===== src/dpb_pkg.sv =====
// shared types and constants for the depth pixel back-projection block
package dpb_pkg;

    localparam int STAGES = 6;

    localparam logic [7:0]  MASK_THRESHOLD = 8'd10;
    localparam logic [48:0] ROUND_HALF     = 49'h000_0800_0000;
    localparam logic [23:0] POS_LIMIT      = 24'h7F_FFFF;
    localparam logic [23:0] NEG_LIMIT      = 24'h80_0000;

    localparam logic [23:0] RST_METERS_PER_UNIT = 24'd16777;
    localparam logic        RST_MASK_ENABLE     = 1'b1;
    localparam logic [23:0] RST_CLIP_MAX_Z      = 24'd196608;
    localparam logic [15:0] RST_CENTER_X        = 16'd10240;
    localparam logic [15:0] RST_CENTER_Y        = 16'd5760;
    localparam logic [23:0] RST_INV_FOCAL_X     = 24'd18641;
    localparam logic [23:0] RST_INV_FOCAL_Y     = 24'd18641;

    typedef enum logic [2:0] {
        REG_METERS_PER_UNIT = 3'd0,
        REG_MASK_ENABLE     = 3'd1,
        REG_CLIP_MAX_Z      = 3'd2,
        REG_CENTER_X        = 3'd3,
        REG_CENTER_Y        = 3'd4,
        REG_INV_FOCAL_X     = 3'd5,
        REG_INV_FOCAL_Y     = 3'd6
    } cfg_index_t;

    typedef struct packed {
        logic [15:0] depth_raw;
        logic [7:0]  mask_value;
        logic [11:0] pixel_column;
        logic [11:0] pixel_row;
        logic [7:0]  red_in;
        logic [7:0]  green_in;
        logic [7:0]  blue_in;
    } in_item_t;

    typedef struct packed {
        logic signed [23:0] point_x;
        logic signed [23:0] point_y;
        logic [23:0]        point_z;
        logic [7:0]         red_out;
        logic [7:0]         green_out;
        logic [7:0]         blue_out;
    } out_item_t;

    typedef struct packed {
        logic [7:0] red;
        logic [7:0] green;
        logic [7:0] blue;
    } rgb_t;

    typedef struct packed {
        logic [23:0] z;
        rgb_t        rgb;
    } pass_t;

    typedef struct packed {
        logic [STAGES-1:0] adv;
    } pipe_ctrl_t;

endpackage


===== src/dpb_lateral.sv =====
// one lateral axis: offset times depth times reciprocal focal length, rounded and saturated
module dpb_lateral #(
    parameter int MAG_W = 16
) (
    input  logic                aclk,
    input  dpb_pkg::pipe_ctrl_t ctrl,
    input  logic [MAG_W-1:0]    mag_in,
    input  logic                neg_in,
    input  logic [23:0]         z_in,
    input  logic [23:0]         inv_focal,
    output logic signed [23:0]  coord_out
);
    import dpb_pkg::*;

    localparam int P_W = MAG_W + 24;
    localparam int S_W = P_W + 1;
    localparam int R_W = S_W - 4;

    logic [P_W-1:0]  p_reg, p_next;
    logic [P_W-1:0]  ph_reg, ph_next;
    logic [47:0]     pl_reg, pl_next;
    logic [R_W-1:0]  r_reg, r_next;
    logic [23:0]     coord_reg, coord_next;
    logic            neg3_reg, neg4_reg, neg5_reg;

    logic [48:0]     pl_round;
    logic [S_W-1:0]  sum;
    logic [23:0]     mag_sat;

    always_comb begin
        p_next   = P_W'(mag_in) * P_W'(z_in);
        // split the product so each multiplier stays narrow
        ph_next  = P_W'(p_reg[P_W-1:24]) * P_W'(inv_focal);
        pl_next  = 48'(p_reg[23:0]) * 48'(inv_focal);
        pl_round = {1'b0, pl_reg} + ROUND_HALF;
        sum      = S_W'(ph_reg) + S_W'(pl_round[48:24]);
        r_next   = sum[S_W-1:4];
        if (neg5_reg) begin
            mag_sat    = (r_reg > R_W'(NEG_LIMIT)) ? NEG_LIMIT : r_reg[23:0];
            coord_next = 24'd0 - mag_sat;
        end else begin
            mag_sat    = (r_reg > R_W'(POS_LIMIT)) ? POS_LIMIT : r_reg[23:0];
            coord_next = mag_sat;
        end
    end

    always_ff @(posedge aclk) begin
        if (ctrl.adv[2]) begin
            p_reg    <= p_next;
            neg3_reg <= neg_in;
        end
        if (ctrl.adv[3]) begin
            ph_reg   <= ph_next;
            pl_reg   <= pl_next;
            neg4_reg <= neg3_reg;
        end
        if (ctrl.adv[4]) begin
            r_reg    <= r_next;
            neg5_reg <= neg4_reg;
        end
        if (ctrl.adv[5]) begin
            coord_reg <= coord_next;
        end
    end

    assign coord_out = coord_reg;

endmodule


===== config.mk =====
export PLATFORM = sky130hd
export DESIGN_NAME = dpb_lateral
export DESIGN_NICKNAME = d
export VERILOG_FILES = /design/src/dpb_pkg.sv /design/src/dpb_lateral.sv
export SDC_FILE = /design/constraint.sdc
export NUM_CORES = 2
export LEC_CHECK = 0
export ABC_CLOCK_PERIOD_IN_PS = 16700
export BUFFER_PORTS_ARGS = -buffer_cell sky130_fd_sc_hd__buf_2
export CAP_MARGIN = 20
export CELL_PAD_IN_SITES_DETAIL_PLACEMENT = 1
export CELL_PAD_IN_SITES_GLOBAL_PLACEMENT = 1
export CORE_MARGIN = 5
export CORE_UTILIZATION = 28
export CTS_CLUSTER_DIAMETER = 120
export DETAILED_ROUTE_END_ITERATION = 7
export PLACE_DENSITY_LB_ADDON = 0.1
export SYNTH_ARGS = -nofsm -noshare
export SYNTH_HDL_FRONTEND = slang
export SYNTH_SLANG_ARGS = --single-unit

===== constraint.sdc =====
create_clock -name aclk -period 16.7 [get_ports aclk]
set_input_delay 2.505 -clock aclk [delete_from_list [all_inputs] [get_ports aclk]]
set_output_delay 2.505 -clock aclk [all_outputs]
set_load 0.03 [all_outputs]

==> metrics <==
status finished clean; Fillers 20,500; CTS tree done; clock skew 0.0286 ns; port bufs 93; Yosys cell types 71; Met2 Wirelength 73.4 mm; CTS Buffer Depth 2; die footprint 186,000 um^2; post-synthesis cell area 49,800 um^2; Syn Nets 6,991; Hold WC Path Type reg -> reg; Die Y 432 um; Detailed Routing Iterations Pass 1 5; critical path class in -> reg; Worst EP arrival 10.36 ns; fraction of registers with async set/reset 0%; Top Ports 96; CP cell instances buf_2 > buf_4 > and2_1 > fa_1 > inv_1 > fa_1 > inv_1 > fa_1 > fa_1 > fa_1 > fa_1 > inv_1 > fa_1 > inv_1 > ha_1 > nand3_1 > or4_1 > o311ai_1 > a41o_2 > o311ai_4 > a21oi_2 > a21oi_1 > xnor2_1; Final Hold Fails 0; Wirelength per Cell 20.0 um; CP Depth 23; core footprint 176,000 um^2; initial antenna violation count 7; Yosys top cell area share 44.0%; Routed Antenna Nets 0; post-cts hold buffer count 0; largest net degree at the start of global routing 66; CTS Root Buffer Type clkbuf_16; Final Critical Period 10.08 ns; top routing layer used met5; worst slew pin tran 1.04 ns; Main synth FF type edfxtp_1; post-CTS sizing 0; Remaining Overflow, GRT 0; die width 432 um; TritonCTS Sinks 168; vias in the first global route 40,700; crit-path max cell delay 0.73 ns; final slew viol count 0; fin nets 6,929; crit-path max FO 28; final WL 154 mm; post-synth top area cell fa_1; synth warn 0; R2R cell count 23; 1st-iter DRT viols 1,378; Layout area overhead 7.34%; Critical Path Start Type primary input; DR vias 35,100; RSZ-0062 raised after global routing no; DP HPWL 117 mm; Mapped Cells 5,406; CTS clk-pin slew, worst paths 0.08 ns; Worst-Skew Late Latency 0.53 ns; site row count 154; # DRC 0; global-route wire length before repair 247 mm; number of flops mapped to enable cells by yosys 168; routed vias/inst 4.56; synthesis-stage register bit count 168; max cap viols 0; final period utilization 60.4%; Seq/Total Area, Yosys 10.1%; Total Routing Usage GR 17.2%; WHS Path Cells 0; setup TNS 0 ns; Met3 Wirelength 3.74 mm; max_slew headroom 28.9%; Crit. End Element register; GP Congestion 0.753; H-tree levels 4; Slowest-stage cell, CP o311ai_1; fmax 0.0992 GHz; synthesized area per cell 9.20 um^2; Most common cell on crit path fa_1; family with the most delay on the worst path adder cells; Crit path buffers/inverters 6; top area cells in the synthesized netlist fa_1 44%, ha_1 11%, edfxtp_1 10%, inv_1 9.3%, and2_1 7.0%; commonest cells in the netlist 1,239 x inv_1, 1,093 x fa_1, 874 x nand2_1, 555 x and2_1, 420 x ha_1; most numerous cell in the Yosys netlist inv_1; # setup viols final 0; DRT met1 WL 74.4 mm; total CTS buffers 17; setup bufs post-CTS 0; CP required 16.98 ns; initial core utilization 28.2%; share of cells above drive strength 1 4.07%
[cells by family after synthesis]
kind of cell	after synthesis	share of synthesized area, %
buffers and inverters	1487	11.2
xor gates and xnor gates	137	2.41
AOI/OAI and AO/OA	386	5.08
adders and majority gates	1513	54.5
and+or+nand+nor	1714	16.6
DFF	168	10.1
muxes	1	0.0226
[stage by stage]
step | hold WS [ns] | cells | setup slack, ns | util (%) | instance area (um^2)
2_1_floorplan | 0.400 | 5406 | 7.52 | - | 49800
3_3_place_gp | 0.410 | 7665 | 6.09 | 29.9 | 52800
3_5_place_dp | 0.424 | 7665 | 6.04 | 29.9 | 52800
4_1_cts | 0.430 | 7696 | 6.59 | 30.3 | 53400
5_1_grt | 0.447 | 7697 | 6.32 | 30.3 | 53400
6_report | 0.432 | 7701 | 6.62 | 30.3 | 53400
[metal layers]
metal / GRT usage [%] / vias up
met5: 0 / -
met4: 2.97 / 2
met3: 1.64 / 70
met2: 29.3 / 356
met1: 24.2 / 18700
li1: - / 16000
[worst register-to-register path: cells and delay by family, from the launching register on]
| family | cells | cell delay [ns] |
|---|---|---|
| flip-flops | 1 | 0.32 |
| buffers and inverters | 6 | 0.67 |
| XOR/XNOR | 1 | 0.34 |
| adder cells (fa/ha/maj) | 8 | 3.95 |
| AND/OR/NAND/NOR | 3 | 0.82 |
| AO/OA/AOI/OAI | 5 | 1.75 |
[final cells by class]
cell class / instances / area, um^2 / area share (%)
antenna: 5 / 12.5 / 0.0234
sequential: 168 / 5040 / 9.45
inverter: 1239 / 4650 / 8.71
clock inverter: 14 / 203 / 0.380
multi-input combinational: 3751 / 39100 / 73.2
timing repair buffer: 167 / 1020 / 1.92
tap: 2340 / 2930 / 5.48
clock buffer: 17 / 425 / 0.797
[layout by cell type, fill, tap and decap left out, types with 11 or more instances in the layout]
master,instances
xnor2_1,96
nor2b_1,13
nand2_1,874
o21a_1,18
and3_1,24
a211oi_1,11
nand4_1,21
buf_2,92
nand2b_1,16
buf_4,75
nand3_1,42
edfxtp_1,168
a21oi_1,121
ha_1,420
o211ai_1,15
fa_1,1093
and2_1,555
a21o_1,49
nor3_1,30
inv_1,1239
o21bai_1,14
nor2_1,100
o21ai_0,68
xor2_1,41
clkbuf_16,17
[path summary, 6_finish.rpt]
kind                               startpoint    endpoint  slack, ns
worst max-delay path            inv_focal[14]  pl_reg[41]       6.62
worst min-delay path                 neg4_reg    neg5_reg       0.43
worst min register to register       neg4_reg    neg5_reg       0.43
worst max register to register      p_reg[18]  pl_reg[41]       8.62
Power is not shown: default switching activity piles up to over one toggle a cycle in this logic, so the estimate is an artifact.
