===== config.mk =====
export PLATFORM = sky130hd
export DESIGN_NAME = dpb_front
export DESIGN_NICKNAME = d
export VERILOG_FILES = /design/src/dpb_pkg.sv /design/src/dpb_front.sv
export SDC_FILE = /design/constraint.sdc
export NUM_CORES = 1
export LEC_CHECK = 0
export ABC_CLOCK_PERIOD_IN_PS = 7450
export BUFFER_PORTS_ARGS = -buffer_cell sky130_fd_sc_hd__buf_4
export CORE_ASPECT_RATIO = 1.1
export CORE_UTILIZATION = 50
export CTS_BUF_LIST = sky130_fd_sc_hd__clkbuf_8
export CTS_CLUSTER_DIAMETER = 200
export DETAILED_ROUTE_END_ITERATION = 10
export HOLD_SLACK_MARGIN = 0.06
export PLACE_DENSITY = 0.7
export SYNTH_ARGS = -nofsm -noshare
export SYNTH_HDL_FRONTEND = slang
export SYNTH_SLANG_ARGS = --single-unit

===== constraint.sdc =====
create_clock -name aclk -period 7.45 [get_ports aclk]
set_input_delay 0.3725 -clock aclk [delete_from_list [all_inputs] [get_ports aclk]]
set_output_delay 0.3725 -clock aclk [all_outputs]
set_load 0.03 [all_outputs]

===== src/dpb_pkg.sv =====
// shared types and constants for the depth pixel back-projection block
package dpb_pkg;

    localparam int STAGES = 6;

    localparam logic [7:0]  MASK_THRESHOLD = 8'd10;
    localparam logic [48:0] ROUND_HALF     = 49'h000_0800_0000;
    localparam logic [23:0] POS_LIMIT      = 24'h7F_FFFF;
    localparam logic [23:0] NEG_LIMIT      = 24'h80_0000;

    localparam logic [23:0] RST_METERS_PER_UNIT = 24'd16777;
    localparam logic        RST_MASK_ENABLE     = 1'b1;
    localparam logic [23:0] RST_CLIP_MAX_Z      = 24'd196608;
    localparam logic [15:0] RST_CENTER_X        = 16'd10240;
    localparam logic [15:0] RST_CENTER_Y        = 16'd5760;
    localparam logic [23:0] RST_INV_FOCAL_X     = 24'd18641;
    localparam logic [23:0] RST_INV_FOCAL_Y     = 24'd18641;

    typedef enum logic [2:0] {
        REG_METERS_PER_UNIT = 3'd0,
        REG_MASK_ENABLE     = 3'd1,
        REG_CLIP_MAX_Z      = 3'd2,
        REG_CENTER_X        = 3'd3,
        REG_CENTER_Y        = 3'd4,
        REG_INV_FOCAL_X     = 3'd5,
        REG_INV_FOCAL_Y     = 3'd6
    } cfg_index_t;

    typedef struct packed {
        logic [15:0] depth_raw;
        logic [7:0]  mask_value;
        logic [11:0] pixel_column;
        logic [11:0] pixel_row;
        logic [7:0]  red_in;
        logic [7:0]  green_in;
        logic [7:0]  blue_in;
    } in_item_t;

    typedef struct packed {
        logic signed [23:0] point_x;
        logic signed [23:0] point_y;
        logic [23:0]        point_z;
        logic [7:0]         red_out;
        logic [7:0]         green_out;
        logic [7:0]         blue_out;
    } out_item_t;

    typedef struct packed {
        logic [7:0] red;
        logic [7:0] green;
        logic [7:0] blue;
    } rgb_t;

    typedef struct packed {
        logic [23:0] z;
        rgb_t        rgb;
    } pass_t;

    typedef struct packed {
        logic [STAGES-1:0] adv;
    } pipe_ctrl_t;

endpackage


===== src/dpb_front.sv =====
// front stages: depth scaling, mask test, clip test and pixel offsets from the principal point
module dpb_front #(
    parameter int DEPTH_BITS = 16,
    parameter int COORD_BITS = 12,
    parameter int MAG_W      = 16
) (
    input  logic                 aclk,
    input  dpb_pkg::pipe_ctrl_t  ctrl,
    input  dpb_pkg::in_item_t    in_data,
    input  logic [23:0]          meters_per_unit,
    input  logic                 mask_enable,
    input  logic [23:0]          clip_max_z,
    input  logic [15:0]          center_x,
    input  logic [15:0]          center_y,
    output logic                 mask_pass,
    output logic                 z_pass,
    output logic [23:0]          z_out,
    output logic [MAG_W-1:0]     mag_x,
    output logic                 neg_x,
    output logic [MAG_W-1:0]     mag_y,
    output logic                 neg_y,
    output dpb_pkg::rgb_t        rgb_out
);
    import dpb_pkg::*;

    localparam int PROD_W = DEPTH_BITS + 24;
    localparam int ZF_W   = DEPTH_BITS + 16;

    logic [PROD_W-1:0] prod_reg, prod_next;
    logic [MAG_W-1:0]  mag_x1_reg, mag_y1_reg, mag_x1_next, mag_y1_next;
    logic              neg_x1_reg, neg_y1_reg, neg_x1_next, neg_y1_next;
    rgb_t              rgb1_reg, rgb1_next;

    logic [23:0]       z2_reg, z2_next;
    logic [MAG_W-1:0]  mag_x2_reg, mag_y2_reg;
    logic              neg_x2_reg, neg_y2_reg;
    rgb_t              rgb2_reg;

    logic [MAG_W-1:0]  pos_x, pos_y, cx, cy;
    logic [PROD_W-1:0] rounded;
    logic [ZF_W-1:0]   z_full;

    // stage 1
    always_comb begin
        mask_pass = !(mask_enable && (in_data.mask_value <= MASK_THRESHOLD));
        prod_next = PROD_W'(in_data.depth_raw[DEPTH_BITS-1:0]) * PROD_W'(meters_per_unit);
        pos_x = MAG_W'({in_data.pixel_column[COORD_BITS-1:0], 4'b0000});
        pos_y = MAG_W'({in_data.pixel_row[COORD_BITS-1:0], 4'b0000});
        cx    = MAG_W'(center_x);
        cy    = MAG_W'(center_y);
        neg_x1_next = pos_x < cx;
        neg_y1_next = pos_y < cy;
        mag_x1_next = neg_x1_next ? (cx - pos_x) : (pos_x - cx);
        mag_y1_next = neg_y1_next ? (cy - pos_y) : (pos_y - cy);
        rgb1_next = '{red: in_data.red_in, green: in_data.green_in, blue: in_data.blue_in};
    end

    // stage 2
    always_comb begin
        rounded = prod_reg + PROD_W'(128);
        z_full  = rounded[PROD_W-1:8];
        z_pass  = (z_full != '0) && (z_full <= ZF_W'(clip_max_z));
        z2_next = z_full[23:0];
    end

    always_ff @(posedge aclk) begin
        if (ctrl.adv[0]) begin
            prod_reg   <= prod_next;
            mag_x1_reg <= mag_x1_next;
            mag_y1_reg <= mag_y1_next;
            neg_x1_reg <= neg_x1_next;
            neg_y1_reg <= neg_y1_next;
            rgb1_reg   <= rgb1_next;
        end
        if (ctrl.adv[1]) begin
            z2_reg     <= z2_next;
            mag_x2_reg <= mag_x1_reg;
            mag_y2_reg <= mag_y1_reg;
            neg_x2_reg <= neg_x1_reg;
            neg_y2_reg <= neg_y1_reg;
            rgb2_reg   <= rgb1_reg;
        end
    end

    assign z_out   = z2_reg;
    assign mag_x   = mag_x2_reg;
    assign neg_x   = neg_x2_reg;
    assign mag_y   = mag_y2_reg;
    assign neg_y   = neg_y2_reg;
    assign rgb_out = rgb2_reg;

endmodule


==> impl_summary.log, run 1 <==
INFO  metric outcome = finished clean
INFO  metric dieArea = 43000 sq um
INFO  metric route.final.wire_length = 50.1 mm
INFO  metric path_cells = buf_4 > nand2_1 > fa_1 > inv_1 > fa_1 > inv_1 > fa_1 > inv_1 > fa_1 > fa_1 > inv_1 > fa_1 > inv_1 > ha_1 > a21oi_1 > o21ai_0 > or3_1 > o211ai_1 > a31oi_1 > or4b_1 > o311ai_1
INFO  metric route.antenna.remaining_nets = 0
INFO  metric arrival = roughly 6400 ps
INFO  metric grt_setup_unrepaired = no
INFO  metric fmaxAchievable = 0.163 GHz
INFO  metric cp_slowest_cell = sky130_fd_sc_hd__fa_1
INFO  metric crit_start = in_data[62]
INFO  metric cts_repair_resized_insts = 0
INFO  metric yosys-top-cells-area = sky130_fd_sc_hd__fa_1 (29%), sky130_fd_sc_hd__edfxtp_1 (25%), sky130_fd_sc_hd__ha_1 (11%), sky130_fd_sc_hd__inv_1 (7.8%), sky130_fd_sc_hd__nand2_1 (5.0%)
INFO  metric n_fill_cell = approximately 3600
INFO  metric cts_root_buffer = sky130_fd_sc_hd__clkbuf_8
INFO  metric num_vias = 15500
INFO  metric clock_tree.buffer_depth = 2
INFO  metric timing.final.crit_share = 82.4%
INFO  metric worstPathMaxFanout = 24
INFO  metric post-synth-top-area-cell = sky130_fd_sc_hd__fa_1
INFO  metric finalSetupViolCount = 0
INFO  metric placed_cells_incl_taps = 2860
INFO  metric cts_tree = done
INFO  metric antenna-diode-count = 0
INFO  metric finalWorstPathRequiredPeriod = approximately 6100 ps
INFO  metric initialDrtViolationCount = about 870
INFO  metric groute.layer.met3.usage = 3.52%
INFO  metric groute.layer.met1.usage = 31.0%
INFO  metric cts_sinks = approximately 170
INFO  metric synth.lib_cells_used.distinct = 73
INFO  metric post_drt_via_cell_ratio = ~5.3
INFO  metric tritoncts.num_buffers = 17
INFO  metric timing.reg2reg.worst_path_depth = 6
INFO  metric cts-htree-levels = 4
INFO  metric drt_drc_violations_left = 0
INFO  metric dp_wirelength = ~39 mm
INFO  metric ys_dominant_reg_cell = sky130_fd_sc_hd__edfxtp_1
INFO  metric grt_max_degree = just over 80
INFO  metric finalSetupTns = 0 ps
INFO  metric critical_path.startpoint_type = input port
INFO  metric avgRoutedWirePerCell = 17.2 um
INFO  metric setup.worst_path.class = in -> reg
INFO  metric num_rows = 78
INFO  metric first_pass_iters = 5
INFO  metric ys_seq_elements = approximately 170
INFO  metric synth_fp_nets = 2781
INFO  metric area_growth_synth_to_finish = 13.4%
INFO  metric layout.cells.most_common = sky130_fd_sc_hd__inv_1
INFO  metric cpLargestDelayFamily = adder cells
INFO  metric min-delay-start = in_data[22]
INFO  metric clock_insertion_delay_worst_skew = 490 ps
INFO  metric dieHeight = 217 um
INFO  metric grt_first_pass_wirelength = 81.6 mm
INFO  metric max-cap-violations = 0
INFO  metric proportion_of_layout_cells_with_a_drive_suffix_above_1 = 12.6%
INFO  metric grt.total_usage = 24.2%
INFO  metric numPortBuffers = 239
INFO  metric capture_instance_of_the_worst_register_to_register_path = z_out[19]$_DFFE_PP_
INFO  metric worstSetupPathDepth = 21
INFO  metric timing.critical_path.slowest_cell_delay = 540 ps
INFO  metric critical_path.endpoint_type = flip-flop
INFO  metric netlist_area = 21100 sq um
INFO  metric gp_congestion = 0.887
INFO  metric worst_slew_pin_slew = 1030 ps
INFO  metric register_to_register_path_setup_slack = 5220 ps
INFO  metric required = between 7000 and 8000 ps
INFO  metric routing_usage_on_met2 = between 40% and 50%
INFO  metric worst-path-buf-inv = 6
INFO  metric synth_edf_count = 173
INFO  metric via_count_of_the_first_global_routing_pass = between 15000 and 20000
INFO  metric worst_clock_skew = 15.4 ps
INFO  metric synthDominantCellAreaShare = 29.1%
INFO  metric async_flop_share = 0%
INFO  metric yosys_warnings = 0
INFO  metric timing.max_slew.rel_slack = 31.4%
INFO  metric synth_sequential_area_ratio = 24.6%
INFO  metric final_cell_mix = sky130_fd_sc_hd__inv_1 (437), sky130_fd_sc_hd__fa_1 (307), sky130_fd_sc_hd__nand2_1 (283)
INFO  metric timing.hold.worst.class = in -> reg
INFO  metric critical-path-top-cell-by-count = sky130_fd_sc_hd__fa_1
INFO  metric layout.nets = 2989
INFO  metric post_layout_nonfiller_instances = 2915
INFO  metric initial_utilization = 51.0%
INFO  metric placeableCoreArea = 41400 sq um
INFO  metric flip_flop_count_of_the_largest_register_all_copies_and_words_added = 33
INFO  metric antenna_found_initial = 0
INFO  metric r2r_start = prod_reg[7]$_DFFE_PP_
INFO  metric die_x = 198 um
INFO  metric crit_end = prod_reg[38]$_DFFE_PP_
INFO  metric postSynthCellCount = around 2100
INFO  metric global_route.overflow_total = 0
INFO  metric final_hold_viol_count = 0
INFO  metric clk_transition_reported_paths = roughly 90 ps
INFO  metric number_of_max_slew_violations_in_the_final_report = 0
INFO  metric grt_most_used_layer = met2
INFO  metric synth_area_per_cell = 9.88 sq um
INFO  metric ioPinCount = 244
## worst min-delay path by stage
stage	endpoint	slack [ps]	cells after the start
finish	rgb1_reg[22]$_DFFE_PP_	100	1
global route	rgb1_reg[22]$_DFFE_PP_	70	1
CTS	rgb1_reg[22]$_DFFE_PP_	60	1
detailed placement	mag_x[5]$_DFFE_PP_	400	0
global placement	mag_x[13]$_DFFE_PP_	400	0
floorplan	mag_x[0]$_DFFE_PP_	400	0
## kinds of logic (layout without fill, tap and decap cells)
| family | Yosys count | in the layout | share of synthesized area, % |
|---|---|---|---|
| AOI/OAI and AO/OA | 236 | 236 | 7.51 |
| xor gates and xnor gates | 86 | 86 | 3.57 |
| adders and majority gates | 487 | 487 | 39.8 |
| buffers and inverters | 513 | 734 | 9.30 |
| DFF | 173 | 173 | 24.6 |
| muxes | 8 | 8 | 0.386 |
| and+or+nand+nor | 631 | 631 | 14.8 |
## synthesized netlist by cell type, types with 24 or more instances
library cell and n:
sky130_fd_sc_hd__nand4_1 24, sky130_fd_sc_hd__fa_1 307, sky130_fd_sc_hd__inv_1 437, sky130_fd_sc_hd__nand2_1 283, sky130_fd_sc_hd__clkbuf_1 65, sky130_fd_sc_hd__a21o_1 41, sky130_fd_sc_hd__nor2_1 51, sky130_fd_sc_hd__xnor2_1 55
sky130_fd_sc_hd__a21oi_1 58, sky130_fd_sc_hd__and2_1 165, sky130_fd_sc_hd__o21ai_0 37, sky130_fd_sc_hd__xor2_1 31, sky130_fd_sc_hd__ha_1 180, sky130_fd_sc_hd__edfxtp_1 173
## repair_timing
| action | CTS | global route |
|---|---|---|
| buffers inserted | 0 | 0 |
| hold endpoints to repair | 23 | 0 |
| setup endpoints to repair | 0 | 0 |
| hold buffers | 23 | 0 |
## layer usage
metal | vias up | wire length (um)
met2 | 604 | 24500
met5 | - | 0
met4 | 0 | 1210
li1 | 7175 | -
met3 | 93 | 3870
met1 | 7586 | 20500
## through the flow
stage,utilization [%],cell area [sq um],worst slack [ps],hold slack [ps]
2_1_floorplan,-,21100,1320,400
3_5_place_dp,56.3,23300,846,405
4_1_cts,57.8,23900,1390,61.5
5_1_grt,57.8,23900,1080,71.7
3_3_place_gp,56.3,23300,901,400
6_report,57.8,23900,1310,102
## area by class of cell
| type | instances | area (sq um) | share of cell area, % |
|---|---|---|---|
| well taps | 560 | 701 | 2.93 |
| multi-input cells | 1448 | 13900 | 58.3 |
| flip-flops and latches | 173 | 5190 | 21.7 |
| repair buffers | 264 | 2040 | 8.53 |
| inverters | 438 | 1640 | 6.87 |
| clock buffers | 17 | 234 | 0.978 |
| clock inverters | 15 | 170 | 0.712 |
Power of run 1 is left out: the tool's default activity adds up to more than one toggle a clock period on the data nets, which glitch-free logic cannot reach.
==> inputs of run 2 (changes only) <==
- ABC_AREA: unset -> 1
- ABC_CLOCK_PERIOD_IN_PS: 7450 -> 6300
- clock period: 7.45 -> 6.3 ns (I/O delays scaled with it)
==> run 2 against run 1 <==
- synthesized cell count grew 30%
- non-clock buffer count increased by 3
- sequential cell count stayed put
- sequential share of layout area shrank 1.2 points
- global-route usage up 2.0 points
- synthesized area rose by 6.9%
- clock skew shrank 4.6 ps
- core utilization shrank 0.80 points
- hold slack better by 63 ps
- cell area increased by 6.0%
- via count rose by 17%
- register-to-register slack worse by 970 ps
- critical endpoint is now prod_reg[39]$_DFFE_PP_
- largest cell class unchanged
- highest routed layer unchanged
==> impl_summary.log, run 2 <==
INFO  metric ioPinCount = 244
INFO  metric die_x = slightly above 200 um
INFO  metric avgRoutedWirePerCell = 16.4 um
INFO  metric dp_worst_setup_slack = 358 ps
INFO  metric layout.cells.most_common = sky130_fd_sc_hd__nand2_1
INFO  metric yosys_warnings = 0
INFO  metric post_drt_via_cell_ratio = between 5 and 6
INFO  metric timing.final.crit_share = approximately 87%
INFO  metric via_count_of_the_first_global_routing_pass = 19000
INFO  metric initial_utilization = 50.7%
INFO  metric dieHeight = 225 um
INFO  metric worstPathMaxFanout = 24
INFO  metric cts_repair_resized_insts = 0
INFO  metric clock_tree.buffer_depth = 2
INFO  metric critical-path-top-cell-by-count = sky130_fd_sc_hd__inv_1
INFO  metric fmaxAchievable = roughly 0.18 GHz
INFO  metric post-synth-top-area-cell = sky130_fd_sc_hd__fa_1
INFO  metric synth_fp_nets = 3420
INFO  metric placeableCoreArea = approximately 44000 sq um
INFO  metric critical_path.endpoint_type = flip-flop
INFO  metric initialDrtViolationCount = roughly 1200
INFO  metric cpLargestDelayFamily = adder cells
INFO  metric path_cells = buf_4 > nand2_1 > fa_1 > inv_1 > fa_1 > inv_1 > fa_1 > inv_1 > fa_1 > fa_1 > inv_1 > fa_1 > inv_1 > ha_1 > nand2_1 > nor2_1 > inv_1 > nor2_1 > inv_1 > nor2_1 > o21ai_0 > nand4_1 > nand2_1
INFO  metric proportion_of_layout_cells_with_a_drive_suffix_above_1 = 10.4%
INFO  metric netlist_area = 22600 sq um
INFO  metric setup.worst_path.class = in -> reg
INFO  metric cp_slowest_cell = sky130_fd_sc_hd__fa_1
INFO  metric timing.critical_path.slowest_cell_delay = 580 ps
INFO  metric outcome = finished clean
INFO  metric dp_wirelength = 46.8 mm
INFO  metric finalSetupTns = 0 ps
INFO  metric register_to_register_path_setup_slack = between 4000 and 5000 ps
INFO  metric final_hold_viol_count = 0
INFO  metric synth.lib_cells_used.distinct = 43
INFO  metric layout.nets = 3608
INFO  metric cts_sinks = 173
INFO  metric clk_transition_reported_paths = 90 ps
INFO  metric synth_edf_count = 173
INFO  metric cts.hold.buffers_added = 26
INFO  metric ys_seq_elements = 173
INFO  metric setup_fix_bufs_post_cts = 0
INFO  metric timing.hold.worst.class = in -> reg
INFO  metric route.antenna.remaining_nets = 0
INFO  metric global_route.overflow_total = 0
INFO  metric num_rows = around 80
INFO  metric grt_setup_unrepaired = no
INFO  metric ys_dominant_reg_cell = sky130_fd_sc_hd__edfxtp_1
INFO  metric postSynthCellCount = 2773
INFO  metric gp_congestion = around 0.90
INFO  metric route.final.wire_length = a little under 60 mm
INFO  metric cts-htree-levels = 4
INFO  metric finalWorstPathRequiredPeriod = approximately 5500 ps
INFO  metric post-route-worst-setup-slack = 846 ps
INFO  metric arrival = ~5700 ps
INFO  metric synthMostInstantiatedCell = sky130_fd_sc_hd__nand2_1
INFO  metric grt_max_degree = 83
INFO  metric cts_tree = done
INFO  metric drt_drc_violations_left = 0
INFO  metric timing.max_slew.rel_slack = roughly a third
INFO  metric antenna_found_initial = 0
INFO  metric required = 6530 ps
INFO  metric num_vias = 18000
INFO  metric clock_insertion_delay_worst_skew = 470 ps
INFO  metric grt_first_pass_wirelength = about 94 mm
INFO  metric synth_sequential_area_ratio = between 20% and 30%
INFO  metric number_of_max_slew_violations_in_the_final_report = 0
INFO  metric tritoncts.num_buffers = 17
INFO  metric worst_clock_skew = roughly 11 ps
INFO  metric grt.total_usage = 26.2%
INFO  metric async_flop_share = 0%
INFO  metric dieArea = 46000 sq um
INFO  metric area_growth_synth_to_finish = 12.4%
INFO  metric max-cap-violations = 0
INFO  metric cts_root_buffer = sky130_fd_sc_hd__clkbuf_8
INFO  metric flip_flop_count_of_the_largest_register_all_copies_and_words_added = 33
INFO  metric yosys-top-cells-area = sky130_fd_sc_hd__fa_1 (27%), sky130_fd_sc_hd__edfxtp_1 (23%), sky130_fd_sc_hd__nand2_1 (13%), sky130_fd_sc_hd__inv_1 (12%), sky130_fd_sc_hd__ha_1 (10%)
INFO  metric first_pass_iters = 7
INFO  metric finalSetupViolCount = 0
INFO  metric worst-path-buf-inv = 8
INFO  metric antenna-diode-count = 0
INFO  metric synth_area_per_cell = 8.13 sq um
INFO  metric post_synth_most_frequent_cells = sky130_fd_sc_hd__nand2_1 (777), sky130_fd_sc_hd__inv_1 (700), sky130_fd_sc_hd__fa_1 (307)
INFO  metric worst_slew_pin_slew = 1030 ps
INFO  metric critical_path.startpoint_type = input port
INFO  metric synthDominantCellAreaShare = 27.3%
INFO  metric final_cell_mix = sky130_fd_sc_hd__nand2_1 (777), sky130_fd_sc_hd__inv_1 (700), sky130_fd_sc_hd__fa_1 (307)
INFO  metric numPortBuffers = 239
[run 2: cell count changes after synthesis, sizes merged, moves of 23 or more]
cell    change
xor2       +29
clkbuf     +23
xnor2      -37
nor2       +98
nand2     +499
a21o       -33
and2      -164
inv       +274
nand3      +38
a21oi      +26
[run 2: worst register-to-register path: stages (launching register included)]
cell                       delay [ps]
sky130_fd_sc_hd__edfxtp_1         480
sky130_fd_sc_hd__ha_1             320
sky130_fd_sc_hd__nand3_2          210
sky130_fd_sc_hd__inv_2            130
sky130_fd_sc_hd__nand2_1          100
sky130_fd_sc_hd__inv_1            100
sky130_fd_sc_hd__nand2_1           90
sky130_fd_sc_hd__xnor2_1          380
[run 2: area by class of cell]
type / count / area, sq um
clock buffers: 17 / 234
clock inverters: 15 / 180
fillers: 4142 / 19100
inverters: 712 / 2670
multi-input cells: 1790 / 14300
flip-flops and latches: 173 / 5190
well taps: 581 / 727
repair buffers: 267 / 2070
[run 2: metrics by stage]
step | utilization [%] | hold slack [ps] | instances | instance area [sq um]
finish | 57.0 | 164 | 3555 | 25400
detailed placement | 55.5 | 405 | 3497 | 24700
global route | 57.0 | 133 | 3555 | 25400
floorplan | - | 400 | 2773 | 22600
global placement | 55.5 | 400 | 3497 | 24700
CTS | 57.0 | 127 | 3555 | 25400
[run 2: path summary, 6_finish.rpt]
check                                 end                   start  cells after the start
hold reg to reg     rgb_out[20]$_DFFE_PP_  rgb1_reg[20]$_DFFE_PP_                      0
hold / removal    mag_y1_reg[2]$_DFFE_PP_             center_y[2]                      2
setup reg to reg      z_out[23]$_DFFE_PP_   prod_reg[7]$_DFFE_PP_                      7
setup / recovery   prod_reg[39]$_DFFE_PP_             in_data[62]                     23
[run 2: kinds of logic after synthesis]
family,synth area share [%]
compound gates,4.78
xor+xnor,3.06
fa+ha+maj,37.2
buf+inv,13.6
flops,23.0
simple gates,18.2
[run 2: routing by layer]
metal	wire length (um)	part of all wire [%]	global-route usage, %
met1	24200	41	32.8
met2	29400	50	47.5
met3	3380	5.8	2.84
met4	1290	2.2	7.63
met5	0	0	0
Power of run 2 is left out for the same reason.
